$ cat config.mk
export PLATFORM = sky130hd
export DESIGN_NAME = raid_block_mapper_with_seek_stats
export DESIGN_NICKNAME = d
export VERILOG_FILES = /design/src/hdl/rbm_pkg.sv /design/src/hdl/rbm_map.sv /design/src/hdl/rbm_stats.sv /design/src/hdl/rbm_out.sv /design/src/hdl/raid_block_mapper_with_seek_stats.sv
export SDC_FILE = /design/constraint.sdc
export NUM_CORES = 1
export LEC_CHECK = 0
export BUFFER_PORTS_ARGS = -buffer_cell sky130_fd_sc_hd__buf_2
export CORE_AREA = 2 2 149 223
export CTS_BUF_LIST = sky130_fd_sc_hd__clkbuf_2 sky130_fd_sc_hd__clkbuf_4 sky130_fd_sc_hd__clkbuf_8
export DETAILED_ROUTE_END_ITERATION = 10
export DIE_AREA = 0 0 151 225
export PLACE_DENSITY = 0.75
export SKIP_CTS_REPAIR_TIMING = 1
export SLEW_MARGIN = 20
export SYNTH_ARGS = -nofsm -noshare
export SYNTH_HDL_FRONTEND = slang
export SYNTH_HIERARCHICAL = 1
export SYNTH_SLANG_ARGS = --single-unit
$ cat constraint.sdc
create_clock -name clk -period 14.9 [get_ports clk]
set_input_delay 0.745 -clock clk [delete_from_list [all_inputs] [get_ports clk]]
set_output_delay 0.745 -clock clk [all_outputs]
set_load 0.1 [all_outputs]
$ cat src/hdl/rbm_pkg.sv
// Shared types and constants for the RAID block mapper.
`default_nettype none

package rbm_pkg;

  // RAID level codes on the raid_level field.
  localparam logic [1:0] LVL_RAID0 = 2'd0;
  localparam logic [1:0] LVL_RAID1 = 2'd1;
  localparam logic [1:0] LVL_RAID5 = 2'd2;

  localparam int unsigned LB_W     = 15;  // logical block width
  localparam int unsigned BLK_W    = 15;  // pre-offset block width
  localparam int unsigned PBLK_W   = 16;  // offset block width before range check
  localparam int unsigned HEAD_W   = 14;  // head position and output block width
  localparam int unsigned LAT_W    = 15;
  localparam int unsigned STAT_W   = 32;
  localparam int unsigned DELAY_W  = 8;

  localparam logic [PBLK_W-1:0] RAID1_BASE = 16'd2048;
  localparam logic [PBLK_W-1:0] RAID5_BASE = 16'd4096;
  localparam int unsigned       PB_LIMIT   = 16384;
  localparam logic [DELAY_W-1:0] DELAY_RESET = 8'd5;

  // Reciprocal of three: (x * 43691) >> 17 equals x / 3 for any x below 2**16.
  localparam logic [31:0] RECIP3       = 32'd43691;
  localparam int unsigned RECIP3_SHIFT = 17;

  // Mapping of one request to its disk accesses.
  typedef struct packed {
    logic [1:0]       disk_a;
    logic [1:0]       disk_b;
    logic [BLK_W-1:0] block;
    logic [HEAD_W-1:0] pblk;
    logic             two;
    logic             parity_b;
    logic             err;
  } map_t;

  // Seek statistics as seen after one request.
  typedef struct packed {
    logic [LAT_W-1:0]  lat;
    logic [STAT_W-1:0] sum;
    logic [STAT_W-1:0] total;
  } stats_t;

endpackage

`default_nettype wire

$ cat src/hdl/rbm_map.sv
// Address mapping of one logical block to disk accesses for RAID 0, 1 and 5.
`default_nettype none

module rbm_map #(
  parameter int unsigned BLOCKS_PER_DISK = 16384
) (
  input  wire logic [rbm_pkg::LB_W-1:0] lb,
  input  wire logic                     wr,
  input  wire logic [1:0]               lvl,
  output rbm_pkg::map_t                 map
);

  localparam logic [31:0] LIM1 = 32'(BLOCKS_PER_DISK);
  localparam logic [31:0] LIM2 = 32'(2 * BLOCKS_PER_DISK);
  localparam logic [31:0] LIM3 = 32'(3 * BLOCKS_PER_DISK);
  localparam logic [31:0] RANGE_LIMIT =
      (BLOCKS_PER_DISK < rbm_pkg::PB_LIMIT) ? 32'(BLOCKS_PER_DISK) : 32'(rbm_pkg::PB_LIMIT);

  logic [31:0]                  lb_ext;
  logic [31:0]                  r1_rem;
  logic                         r1_pair;
  logic [31:0]                  prod;
  logic [13:0]                  row;
  logic [rbm_pkg::LB_W-1:0]     slot_full;
  logic [1:0]                   slot;
  logic [1:0]                   pd;
  logic [rbm_pkg::BLK_W-1:0]    block;
  logic [rbm_pkg::PBLK_W-1:0]   pblk;
  logic [1:0]                   disk_a;
  logic [1:0]                   disk_b;
  logic                         two;
  logic                         parity_b;
  logic                         lvl_bad;

  assign lb_ext = 32'(lb);

  // RAID 1: the quotient by the disk size is at most three, so a few compares do.
  always_comb begin
    if (lb_ext >= LIM3) begin
      r1_rem  = lb_ext - LIM3;
      r1_pair = 1'b1;
    end else if (lb_ext >= LIM2) begin
      r1_rem  = lb_ext - LIM2;
      r1_pair = 1'b0;
    end else if (lb_ext >= LIM1) begin
      r1_rem  = lb_ext - LIM1;
      r1_pair = 1'b1;
    end else begin
      r1_rem  = lb_ext;
      r1_pair = 1'b0;
    end
  end

  // RAID 5: row and slot by a reciprocal multiply.
  assign prod      = lb_ext * rbm_pkg::RECIP3;
  assign row       = prod[rbm_pkg::RECIP3_SHIFT +: 14];
  assign slot_full = lb - rbm_pkg::LB_W'({row, 1'b0} + {1'b0, row});
  assign slot      = slot_full[1:0];
  assign pd        = row[1:0];

  always_comb begin
    block    = '0;
    pblk     = '0;
    disk_a   = '0;
    disk_b   = '0;
    two      = 1'b0;
    parity_b = 1'b0;
    lvl_bad  = 1'b0;
    unique case (lvl)
      rbm_pkg::LVL_RAID0: begin
        disk_a = lb[1:0];
        block  = rbm_pkg::BLK_W'(lb >> 2);
        pblk   = rbm_pkg::PBLK_W'(block);
      end
      rbm_pkg::LVL_RAID1: begin
        block  = r1_rem[rbm_pkg::BLK_W-1:0];
        pblk   = rbm_pkg::PBLK_W'(block) + rbm_pkg::RAID1_BASE;
        disk_a = {r1_pair, 1'b0};
        disk_b = {r1_pair, 1'b1};
        two    = wr;
      end
      rbm_pkg::LVL_RAID5: begin
        block    = rbm_pkg::BLK_W'(row);
        pblk     = rbm_pkg::PBLK_W'(row) + rbm_pkg::RAID5_BASE;
        disk_a   = (slot < pd) ? slot : slot + 2'd1;
        disk_b   = pd;
        two      = wr;
        parity_b = 1'b1;
      end
      default: begin
        lvl_bad = 1'b1;
      end
    endcase
  end

  always_comb begin
    map.err      = lvl_bad || (32'(pblk) >= RANGE_LIMIT);
    map.disk_a   = map.err ? 2'd0 : disk_a;
    map.disk_b   = disk_b;
    map.block    = block;
    map.pblk     = map.err ? '0 : pblk[rbm_pkg::HEAD_W-1:0];
    map.two      = two && !map.err;
    map.parity_b = parity_b;
  end

endmodule

`default_nettype wire

$ cat src/hdl/rbm_stats.sv
// Head position, rotational delay register and saturating seek statistics.
`default_nettype none

module rbm_stats (
  input  wire logic                          clk,
  input  wire logic                          rst,
  input  wire logic                          cfg_we,
  input  wire logic [rbm_pkg::DELAY_W-1:0]   cfg_wdata,
  input  wire logic                          commit,
  input  wire rbm_pkg::map_t                 map,
  output rbm_pkg::stats_t                    stats
);

  logic [rbm_pkg::DELAY_W-1:0] rot_delay;
  logic [rbm_pkg::HEAD_W-1:0]  head;
  logic [rbm_pkg::STAT_W-1:0]  acc;
  logic [rbm_pkg::STAT_W-1:0]  cnt;

  logic [rbm_pkg::HEAD_W-1:0]  blk;
  logic [rbm_pkg::HEAD_W-1:0]  seek_len;
  logic [rbm_pkg::LAT_W-1:0]   lat;
  logic [rbm_pkg::STAT_W:0]    sum_wide;
  logic [rbm_pkg::STAT_W-1:0]  acc_next;
  logic [rbm_pkg::STAT_W-1:0]  cnt_next;

  // A request that passes the range check always has a block below 16384.
  assign blk      = map.block[rbm_pkg::HEAD_W-1:0];
  assign seek_len = (blk >= head) ? blk - head : head - blk;
  assign lat      = rbm_pkg::LAT_W'(seek_len) + rbm_pkg::LAT_W'(rot_delay);
  assign sum_wide = {1'b0, acc} + (rbm_pkg::STAT_W + 1)'(lat);
  assign acc_next = sum_wide[rbm_pkg::STAT_W] ? '1 : sum_wide[rbm_pkg::STAT_W-1:0];
  assign cnt_next = (&cnt) ? cnt : cnt + 1'b1;

  always_comb begin
    if (map.err) begin
      stats.lat   = '0;
      stats.sum   = acc;
      stats.total = cnt;
    end else begin
      stats.lat   = lat;
      stats.sum   = acc_next;
      stats.total = cnt_next;
    end
  end

  always_ff @(posedge clk) begin
    if (rst) begin
      rot_delay <= rbm_pkg::DELAY_RESET;
      head      <= '0;
      acc       <= '0;
      cnt       <= '0;
    end else begin
      if (cfg_we) begin
        rot_delay <= cfg_wdata;
      end
      if (commit && !map.err) begin
        head <= blk;
        acc  <= acc_next;
        cnt  <= cnt_next;
      end
    end
  end

endmodule

`default_nettype wire

$ cat src/hdl/rbm_out.sv
// Result register that presents one or two disk accesses per request.
`default_nettype none

module rbm_out (
  input  wire logic                          clk,
  input  wire logic                          rst,
  input  wire logic                          load,
  input  wire logic                          load_wr,
  input  wire rbm_pkg::map_t                 map,
  input  wire rbm_pkg::stats_t               stats,
  input  wire logic                          out_stall,
  output logic                               out_valid,
  output logic                               free,
  output logic [1:0]                         disk_index,
  output logic [rbm_pkg::HEAD_W-1:0]         physical_block,
  output logic                               access_is_write,
  output logic                               is_parity,
  output logic                               range_error,
  output logic [rbm_pkg::LAT_W-1:0]          request_latency,
  output logic [rbm_pkg::STAT_W-1:0]         latency_sum,
  output logic [rbm_pkg::STAT_W-1:0]         request_total,
  output logic                               last
);

  logic            valid;
  logic            phase;
  rbm_pkg::map_t   map_q;
  rbm_pkg::stats_t stats_q;
  logic            wr_q;
  logic            take;

  assign take = valid && !out_stall;
  assign last = phase || !map_q.two;
  assign free = !valid || (take && last);

  always_ff @(posedge clk) begin
    if (rst) begin
      valid <= 1'b0;
      phase <= 1'b0;
    end else if (load) begin
      valid <= 1'b1;
      phase <= 1'b0;
    end else if (take) begin
      if (last) begin
        valid <= 1'b0;
      end else begin
        phase <= 1'b1;
      end
    end
  end

  always_ff @(posedge clk) begin
    if (load) begin
      map_q   <= map;
      stats_q <= stats;
      wr_q    <= load_wr;
    end
  end

  assign out_valid       = valid;
  assign disk_index      = phase ? map_q.disk_b : map_q.disk_a;
  assign physical_block  = map_q.pblk;
  assign access_is_write = wr_q;
  assign is_parity       = phase && map_q.parity_b;
  assign range_error     = map_q.err;
  assign request_latency = stats_q.lat;
  assign latency_sum     = stats_q.sum;
  assign request_total   = stats_q.total;

endmodule

`default_nettype wire

$ cat src/hdl/raid_block_mapper_with_seek_stats.sv
// Top level of the RAID block mapper with seek statistics.
// An accepted item passes the input register, then the result register that shows it.
// Throughput: one item per cycle when it maps to one access and out_stall is low; a
// mirrored or parity write holds the single result register until both accesses go.
// Reset (rst, synchronous): clears the pipeline, head position and totals, and loads
// the rotational delay with 5.
`default_nettype none

module raid_block_mapper_with_seek_stats #(
  parameter int unsigned BLOCKS_PER_DISK = 16384
) (
  input  wire logic                          clk,
  input  wire logic                          rst,
  // Configuration: rotational delay register.
  input  wire logic                          cfg_we,
  input  wire logic [rbm_pkg::DELAY_W-1:0]   cfg_wdata,
  // Request channel.
  input  wire logic                          in_valid,
  output logic                               in_stall,
  input  wire logic [rbm_pkg::LB_W-1:0]      lba,
  input  wire logic                          is_write,
  input  wire logic [1:0]                    raid_level,
  // Access channel.
  output logic                               out_valid,
  input  wire logic                          out_stall,
  output logic [1:0]                         disk_index,
  output logic [rbm_pkg::HEAD_W-1:0]         physical_block,
  output logic                               access_is_write,
  output logic                               is_parity,
  output logic                               range_error,
  output logic [rbm_pkg::LAT_W-1:0]          request_latency,
  output logic [rbm_pkg::STAT_W-1:0]         latency_sum,
  output logic [rbm_pkg::STAT_W-1:0]         request_total,
  output logic                               last
);

  // Input register. It refills in the same cycle it hands its item to the
  // result register, so the input side waits only while the result register is neither
  // empty nor handing over its last access.
  logic                         in_full;
  logic [rbm_pkg::LB_W-1:0]     lb_q;
  logic                         wr_q;
  logic [1:0]                   lvl_q;
  logic                         accept;
  logic                         advance;
  logic                         out_free;

  rbm_pkg::map_t   map;
  rbm_pkg::stats_t stats;

  assign advance  = in_full && out_free;
  assign in_stall = in_full && !advance;
  assign accept   = in_valid && !in_stall;

  always_ff @(posedge clk) begin
    if (rst) begin
      in_full <= 1'b0;
    end else if (accept) begin
      in_full <= 1'b1;
    end else if (advance) begin
      in_full <= 1'b0;
    end
  end

  always_ff @(posedge clk) begin
    if (accept) begin
      lb_q  <= lba;
      wr_q  <= is_write;
      lvl_q <= raid_level;
    end
  end

  // Combinational mapping of the held item to its disks and blocks.
  rbm_map #(
    .BLOCKS_PER_DISK(BLOCKS_PER_DISK)
  ) u_map (
    .lb (lb_q),
    .wr (wr_q),
    .lvl(lvl_q),
    .map(map)
  );

  // Seek accounting. The state moves when the item enters the result register,
  // which keeps it in request order.
  rbm_stats u_stats (
    .clk      (clk),
    .rst      (rst),
    .cfg_we   (cfg_we),
    .cfg_wdata(cfg_wdata),
    .commit   (advance),
    .map      (map),
    .stats    (stats)
  );

  // Result register: sends the first access, then the second one if any.
  rbm_out u_out (
    .clk            (clk),
    .rst            (rst),
    .load           (advance),
    .load_wr        (wr_q),
    .map            (map),
    .stats          (stats),
    .out_stall      (out_stall),
    .out_valid      (out_valid),
    .free           (out_free),
    .disk_index     (disk_index),
    .physical_block (physical_block),
    .access_is_write(access_is_write),
    .is_parity      (is_parity),
    .range_error    (range_error),
    .request_latency(request_latency),
    .latency_sum    (latency_sum),
    .request_total  (request_total),
    .last           (last)
  );

endmodule

`default_nettype wire

==> results of run 1 <==
-- state kept, by name, summed over array words and instances, names as in the netlist, 2 cells and up --
signal / count
lb_q: 15
lvl_q: 2
u_out/latency_sum: 32
u_out/map_q: 6
u_out/physical_block: 14
u_out/request_latency: 15
u_out/request_total: 32
u_stats/acc: 32
u_stats/cnt: 32
u_stats/head: 14
u_stats/rot_delay: 8
-- layout make-up --
type | count | area, sq um | share of cell area (%)
clock buffers | 41 | 533 | 3.05
clock inverters | 21 | 288 | 1.65
multi-input cells | 1198 | 9410 | 53.9
repair buffers | 140 | 723 | 4.14
inverters | 168 | 631 | 3.61
well taps | 410 | 513 | 2.94
flip-flops and latches | 208 | 5360 | 30.7
-- metrics by stage --
step,cells,utilization [%],cell area (sq um)
after floorplan,1661,-,15800
after detailed placement,2124,52.2,16600
after global placement,2124,52.2,16600
after global routing,2186,54.8,17500
after CTS,2186,54.8,17400
final,2186,54.8,17500
-- critical path: cells and delay by family (launching register included) --
kind,cells,cell delay [ns]
AOI/OAI and AO/OA,17,4.12
xor gates and xnor gates,3,0.45
adders and majority gates,10,4.48
buffers and inverters,5,0.36
DFF,1,0.54
muxes,1,0.32
and+or+nand+nor,8,2.33
-- worst paths after layout --
path / start / to / slack [ns] / cells past startpoint
setup reg to reg: lb_q[11] / u_stats/acc[27] / 2.16 / 44
setup / recovery: lb_q[11] / u_stats/acc[27] / 2.16 / 44
hold / removal: raid_level[0] / lvl_q[0] / 0.37 / 1
hold reg to reg: u_stats/head[13] / u_stats/head[13] / 0.46 / 2
-- layer usage --
layer | vias to the layer above | part of all wire, %
met2 | 382 | 53
met1 | 5864 | 38
met3 | 108 | 4.3
met4 | 0 | 5.2
li1 | 6027 | -
met5 | - | 0
==> insert_results.sql, run 1 <==
INSERT INTO impl_metrics (metric_group, metric, value, unit) VALUES
('routing', 'vias', '12400', ''),
('sta', 'totalNegativeSetupSlack', '0', 'ns'),
('sta', 'worst-slew-pin-transition', '1.07', 'ns'),
('grt', 'grt_max_degree', '73', ''),
('die', 'die_width', '151', 'um'),
('synthesis', 'ys_warn_count', '6', ''),
('sta', 'achievable-frequency', '78.5', 'MHz'),
('die', 'die_h', '225', 'um'),
('place', 'globalplace.congestion', '0.936', ''),
('clocking', 'cts-root-to-sink-buffers', '3', ''),
('clocking', 'clock-sinks', '208', ''),
('grt', 'grt_antenna_before_repair', '0', ''),
('sta', 'period_utilisation_layout', '85.5', '%'),
('synthesis', 'synthesis.instances', '1661', ''),
('die', 'boundary_pins', '132', ''),
('clocking', 'tritoncts_clock_tree', 'built', ''),
('finish', 'final_common_cell', 'sky130_fd_sc_hd__ha_1', ''),
('die', 'die-area', '34000', 'sq um'),
('routing', 'route.final.wire_length', '38900', 'um'),
('job', 'max_cap_violations', '0', ''),
('worst_setup_path', 'cp_slowest_stage_delay', '0.60', 'ns'),
('routing', 'drt_iter0_drc', '660', ''),
('worst_setup_path', 'crit_path_max_fanout', '29', ''),
('place', 'dp.final_hpwl', '30300', 'um'),
('worst_setup_path', 'cp_data_arrival_time', '13.15', 'ns'),
('worst_setup_path', 'worst_path_max_delay_cell', 'sky130_fd_sc_hd__nor3_1', ''),
('grt', 'met2_layer_usage_reported_by_global_route', '42.9', '%'),
('routing', 'via_per_inst', '5.66', ''),
('clocking', 'clock_insertion_delay_worst_skew', '0.56', 'ns'),
('sta', 'final-max-slew-violation-count', '0', ''),
('worst_setup_path', 'crit_required', '15.31', 'ns'),
('sta', 'rsz0062_at_grt', 'no', ''),
('sta', 'fin_crit', '12.74', 'ns'),
('finish', 'num-nets-final', '2016', ''),
('routing', 'drt-wirelength-per-cell', '17.8', 'um'),
('grt', 'wire_length_of_the_first_global_routing_pass', '61400', 'um'),
('sta', 'timing_hold_violations_final', '0', ''),
('synthesis', 'synth.cell_area', '15800', 'sq um'),
('sta', 'finClkSkew', '0.0276', 'ns'),
('die', 'core_area', '31800', 'sq um'),
('sta', 'finalHoldWorstSlack', '0.372', 'ns'),
('sta', 'final-setup-viol-count', '0', ''),
('sta', 'finalWorstSetupSlack', '2.16', 'ns'),
('run_status', 'status', 'completed', ''),
('sta', 'max_slew_margin', '28.7', '%'),
('routing', 'postRouteAntennaNets', '0', ''),
('finish', 'nFillCells', '2826', ''),
('clocking', 'clock_tree.htree_level_count', '2', ''),
('grt', 'grt.total_usage', '22.8', '%'),
('grt', 'grt_pass1_vias', '12300', ''),
('grt', 'global_route.overflow_total', '0', ''),
('clocking', 'cts_made_buffers', '34', ''),
('die', 'row_count', '80', ''),
('finish', 'area_growth_syn_to_layout', '10.4', '%'),
('finish', 'antenna_fix_cells', '0', ''),
('min_path', 'min_path_type', 'in -> reg', ''),
('place', 'placement.io_buffers', '131', ''),
('worst_setup_path', 'end_kind', 'register', ''),
('finish', 'drive_gt1_share', '13.9', '%'),
('clocking', 'path_clk_slew', '0.06', 'ns'),
('clocking', 'cts_root_buffer', 'sky130_fd_sc_hd__clkbuf_8', ''),
('grt', 'grt.met1_usage', '24.6', '%'),
('routing', 'first_pass_iters', '5', ''),
('synthesis', 'avgSynthCellArea', '9.52', 'sq um'),
('worst_setup_path', 'startpoint_type', 'register', ''),
('routing', 'remaining_drc_errors', '0', ''),
('place', 'place_ws', '2.30', 'ns'),
('die', 'floorplan.initialDensity', '49.7', '%'),
('worst_setup_path', 'crit_type', 'reg -> reg', ''),
('finish', 'most_frequent_cells_in_the_layout', 'sky130_fd_sc_hd__ha_1, sky130_fd_sc_hd__inv_1, sky130_fd_sc_hd__nor2_1', ''),
('grt', 'global_route.usage.met3', '2.87', '%'),
('synthesis', 'synthesis.nets', '1927', ''),
('grt', 'layer_with_the_highest_usage', 'met2', '');
Power of run 1 is left out: the tool's default activity adds up to more than one toggle a clock period on the data nets, which glitch-free logic cannot reach.
==> run 2: changes to the inputs <==
REMOVE_ABC_BUFFERS = 1   (was not set)
==> run 2 against run 1 <==
  * First-iteration DRC count grew 24%
  * Clock skew up 0.00067 ns
  * Critical path depth unchanged
  * Clock-buffer cell count increased by 4
  * Final cell count unchanged
  * Sequential cell count unchanged
  * Non-clock buffer count shrank 1
  * Largest cell class unchanged
==> insert_results.sql, run 2 (synthesis gave the netlist of run 1 again) <==
INSERT INTO impl_metrics (metric_group, metric, value, unit) VALUES
('sta', 'fin_crit', '12.51', 'ns'),
('grt', 'met2_layer_usage_reported_by_global_route', '43.8', '%'),
('clocking', 'clock-sinks', '208', ''),
('worst_setup_path', 'cp.buffers_inverters', '5', ''),
('job', 'max_cap_violations', '0', ''),
('sta', 'rsz0062_at_grt', 'no', ''),
('die', 'boundary_pins', '132', ''),
('grt', 'grt_pass1_vias', '12500', ''),
('sta', 'totalNegativeSetupSlack', '0', 'ns'),
('routing', 'drt-wirelength-per-cell', '17.7', 'um'),
('sta', 'max_slew_margin', '30.7', '%'),
('grt', 'layer_with_the_highest_usage', 'met2', ''),
('sta', 'final-setup-viol-count', '0', ''),
('finish', 'area_growth_syn_to_layout', '9.74', '%'),
('place', 'globalplace.congestion', '0.952', ''),
('routing', 'postRouteAntennaNets', '0', ''),
('finish', 'final_common_cell', 'sky130_fd_sc_hd__ha_1', ''),
('sta', 'finalWorstSetupSlack', '2.39', 'ns'),
('sta', 'final-max-slew-violation-count', '0', ''),
('die', 'row_count', '80', ''),
('grt', 'grt_max_degree', '69', ''),
('worst_setup_path', 'cp_slowest_stage_delay', '0.61', 'ns'),
('clocking', 'clock_insertion_delay_worst_skew', '0.56', 'ns'),
('worst_setup_path', 'crit_required', '15.31', 'ns'),
('routing', 'first_pass_iters', '6', ''),
('grt', 'grt.total_usage', '23.1', '%'),
('worst_setup_path', 'cp_data_arrival_time', '12.91', 'ns'),
('die', 'die-area', '34000', 'sq um'),
('routing', 'remaining_drc_errors', '0', ''),
('sta', 'period_utilisation_layout', '83.9', '%'),
('worst_setup_path', 'cpLargestDelayFamily', 'adder cells', ''),
('routing', 'route.final.wire_length', '38700', 'um'),
('min_path', 'min_path_type', 'in -> reg', ''),
('worst_setup_path', 'crit_path_max_fanout', '29', ''),
('grt', 'global_route.usage.met3', '2.55', '%'),
('finish', 'drive_gt1_share', '14.0', '%'),
('clocking', 'path_clk_slew', '0.06', 'ns'),
('place', 'dp.final_hpwl', '30100', 'um'),
('worst_setup_path', 'worst_path_max_delay_cell', 'sky130_fd_sc_hd__nor3_1', ''),
('place', 'place_ws', '2.46', 'ns'),
('sta', 'timing_hold_violations_final', '0', ''),
('grt', 'grt.met1_usage', '24.7', '%'),
('place', 'placed_cells_incl_taps', '2123', ''),
('grt', 'grt_antenna_before_repair', '1', ''),
('run_status', 'status', 'completed', ''),
('routing', 'via_per_inst', '5.70', ''),
('place', 'dpl-instance-area', '16600', 'sq um'),
('worst_setup_path', 'crit_type', 'reg -> reg', ''),
('clocking', 'tritoncts_clock_tree', 'built', ''),
('sta', 'finClkSkew', '0.0283', 'ns'),
('clocking', 'cts_made_buffers', '34', ''),
('finish', 'post-route-cell-area', '17400', 'sq um'),
('grt', 'global_route.overflow_total', '0', ''),
('worst_setup_path', 'end_kind', 'register', ''),
('clocking', 'clock_tree.htree_level_count', '2', ''),
('finish', 'final_cells', '2186', ''),
('worst_setup_path', 'startpoint_type', 'register', ''),
('grt', 'wire_length_of_the_first_global_routing_pass', '62400', 'um'),
('routing', 'vias', '12500', ''),
('finish', 'num-nets-final', '2015', ''),
('clocking', 'cts_root_buffer', 'sky130_fd_sc_hd__clkbuf_8', ''),
('routing', 'drt_iter0_drc', '816', ''),
('die', 'floorplan.initialDensity', '49.7', '%'),
('die', 'die_width', '151', 'um'),
('clocking', 'cts-root-to-sink-buffers', '3', ''),
('finish', 'most_frequent_cells_in_the_layout', 'sky130_fd_sc_hd__ha_1, sky130_fd_sc_hd__inv_1, sky130_fd_sc_hd__nor2_1', ''),
('die', 'die_h', '225', 'um'),
('sta', 'achievable-frequency', '80.0', 'MHz'),
('die', 'core_area', '31800', 'sq um'),
('place', 'placement.io_buffers', '131', ''),
('sta', 'worst-slew-pin-transition', '1.04', 'ns');
run 2: cell type report:
cell class                      instances  area (sq um)
Fill cell                            2798         14500
Multi-Input combinational cell       1198          9400
Sequential cell                       208          5360
Timing Repair Buffer                  139           716
Inverter                              168           631
Clock buffer                           45           551
Tap cell                              410           513
Clock inverter                         17           183
Antenna cell                            1          2.50
run 2: worst paths after layout:
check,depth (start not counted),start,endpoint,slack [ns]
max reg2reg,44,lb_q[11],u_stats/acc[19],2.39
max,44,lb_q[11],u_stats/acc[19],2.39
min,1,lba[0],lb_q[0],0.38
min reg2reg,2,u_stats/head[13],u_stats/head[13],0.46
run 2: metal layers:
metal | wire length [um] | vias to the layer above
li1 | - | 6003
met1 | 14100 | 5920
met2 | 20800 | 430
met3 | 1860 | 109
met4 | 2000 | 0
met5 | 0 | -
run 2: per-stage QoR:
stage / util [%] / hold slack [ns]
3_3_place_gp: 52.2 / 0.445
2_1_floorplan: - / 0.418
3_5_place_dp: 52.2 / 0.454
6_report: 54.5 / 0.384
4_1_cts: 54.5 / 0.344
5_1_grt: 54.5 / 0.351
Power of run 2 is left out for the same reason.
==> run 3: changes to the inputs <==
PLACE_DENSITY = 0.77   (was 0.75)
clock period = 10.05 ns   (was 14.9 ns; I/O delays follow)
==> run 3 against run 2 <==
  * The run now ends with negative setup slack left
  * Wire length is 16% higher
  * Fmax is 16% higher
  * Core utilization up 9.7 points
  * Via count is 12% higher
  * Setup slack worse by 3.1 ns
  * Clock-buffer cell count fell by 9
  * Die area did not move
  * Sequential share of layout area decreased by 4.7 points
  * Register-to-register slack got worse by 3.1 ns
  * Global-route usage rose by 1.2 points
  * Largest cell class unchanged
==> insert_results.sql, run 3 (synthesis gave the netlist of run 1 again) <==
INSERT INTO impl_metrics (metric_group, metric, value, unit) VALUES
('sta', 'final-setup-viol-count', '64', ''),
('sta', 'achievable-frequency', '92.7', 'MHz'),
('die', 'die_width', '151', 'um'),
('worst_setup_path', 'cp_data_arrival_time', '11.11', 'ns'),
('routing', 'postRouteAntennaNets', '0', ''),
('sta', 'period_utilisation_layout', '107', '%'),
('sta', 'finClkSkew', '0.0547', 'ns'),
('worst_setup_path', 'cp_slowest_stage_delay', '0.56', 'ns'),
('worst_setup_path', 'startpoint_type', 'register', ''),
('routing', 'route.final.wire_length', '44900', 'um'),
('sta', 'worst-slew-pin-transition', '0.970', 'ns'),
('finish', 'most_frequent_cells_in_the_layout', 'sky130_fd_sc_hd__buf_4, sky130_fd_sc_hd__ha_1, sky130_fd_sc_hd__inv_1', ''),
('finish', 'area_growth_syn_to_layout', '29.3', '%'),
('grt', 'wire_length_of_the_first_global_routing_pass', '66000', 'um'),
('worst_setup_path', 'cp.buffers_inverters', '8', ''),
('grt', 'grt_antenna_before_repair', '1', ''),
('place', 'place_ws', '-1.21', 'ns'),
('place', 'placement.io_buffers', '131', ''),
('routing', 'via_per_inst', '5.71', ''),
('sta', 'max_slew_margin', '35.3', '%'),
('place', 'dp.final_hpwl', '32900', 'um'),
('finish', 'final_common_cell', 'sky130_fd_sc_hd__buf_4', ''),
('finish', 'num-nets-final', '2274', ''),
('sta', 'rsz0062_at_grt', 'yes', ''),
('routing', 'drt_iter0_drc', '815', ''),
('worst_setup_path', 'crit_path_max_fanout', '13', ''),
('die', 'die_h', '225', 'um'),
('clocking', 'clock-sinks', '208', ''),
('clocking', 'path_clk_slew', '0.08', 'ns'),
('worst_setup_path', 'worst_path_max_delay_cell', 'sky130_fd_sc_hd__fa_1', ''),
('die', 'floorplan.initialDensity', '49.7', '%'),
('routing', 'vias', '14000', ''),
('die', 'row_count', '80', ''),
('clocking', 'cts_root_buffer', 'sky130_fd_sc_hd__clkbuf_8', ''),
('die', 'boundary_pins', '132', ''),
('min_path', 'min_path_type', 'in -> reg', ''),
('place', 'globalplace.congestion', '0.967', ''),
('job', 'max_cap_violations', '0', ''),
('die', 'die-area', '34000', 'sq um'),
('routing', 'first_pass_iters', '8', ''),
('routing', 'drt-wirelength-per-cell', '18.4', 'um'),
('worst_setup_path', 'worstSetupStartpoint', 'lb_q[9]', ''),
('finish', 'post-route-cell-area', '20400', 'sq um'),
('routing', 'remaining_drc_errors', '0', ''),
('clocking', 'clock_tree.htree_level_count', '1', ''),
('sta', 'timing_hold_violations_final', '0', ''),
('worst_setup_path', 'end_kind', 'register', ''),
('worst_setup_path', 'cpLargestDelayFamily', 'adder cells', ''),
('sta', 'finalHoldWorstSlack', '0.0317', 'ns'),
('grt', 'grt.total_usage', '24.3', '%'),
('place', 'dpl-instance-area', '18400', 'sq um'),
('die', 'core_area', '31800', 'sq um'),
('clocking', 'tritoncts_clock_tree', 'built', ''),
('worst_setup_path', 'path_common_cell', 'sky130_fd_sc_hd__fa_1', ''),
('sta', 'fin_crit', '10.78', 'ns'),
('worst_setup_path', 'ff_to_ff_start', 'lb_q[9]', ''),
('worst_setup_path', 'crit_type', 'reg -> reg', ''),
('sta', 'final-max-slew-violation-count', '0', ''),
('finish', 'drive_gt1_share', '31.9', '%'),
('min_path', 'hp-start', 'lba[12]', ''),
('run_status', 'failed_checks', 'negative setup slack', ''),
('worst_setup_path', 'crit_required', '10.37', 'ns'),
('clocking', 'cts-root-to-sink-buffers', '3', ''),
('sta', 'totalNegativeSetupSlack', '-34.80', 'ns'),
('grt', 'grt_pass1_vias', '13600', ''),
('grt', 'global_route.overflow_total', '0', ''),
('sta', 'finalWorstSetupSlack', '-0.733', 'ns'),
('clocking', 'clock_insertion_delay_worst_skew', '0.64', 'ns'),
('clocking', 'cts_made_buffers', '30', ''),
('run_status', 'status', 'finished, violations left', ''),
('grt', 'grt_max_degree', '71', '');
-- run 3: worst paths after layout --
| kind | end | slack, ns | depth (start not counted) |
|---|---|---|---|
| worst min-delay path | lb_q[12] | 0.03 | 1 |
| worst min register to register | u_stats/head[13] | 0.47 | 2 |
| worst max register to register | u_out/latency_sum[12] | -0.73 | 47 |
| worst max-delay path | u_out/latency_sum[12] | -0.73 | 47 |
-- run 3: routing by layer --
metal | share of wire [%] | global-route usage, % | wire length, um
met2 | 54 | 47.5 | 24200
met4 | 6.9 | 13.3 | 3100
met3 | 4.9 | 1.96 | 2200
met5 | 0 | 0 | 0
met1 | 34 | 24.9 | 15400
-- run 3: metrics by stage --
| stage | std cells | utilization (%) |
|---|---|---|
| floorplan | 1574 | - |
| global placement | 2362 | 57.9 |
| detailed placement | 2362 | 57.9 |
| CTS | 2418 | 60.0 |
| global route | 2443 | 64.2 |
| finish | 2443 | 64.2 |
-- run 3: layout make-up --
type / count / area [sq um]
fill: 2476 / 11400
multi-input combinational: 1198 / 10500
sequential: 208 / 5360
timing repair buffer: 402 / 2800
inverter: 168 / 631
tap: 410 / 513
clock buffer: 36 / 470
clock inverter: 20 / 215
antenna: 1 / 2.50
-- run 3: worst register-to-register path, delay by kind of cell (launching register included) --
kind	cells	cell delay, ns
AO/OA/AOI/OAI	15	2.56
XOR/XNOR	2	0.37
adder cells (fa/ha/maj)	10	4.06
buffers and inverters	8	0.72
flip-flops	1	0.45
multiplexers	1	0.27
AND/OR/NAND/NOR	11	2.07
Power of run 3 is left out for the same reason.
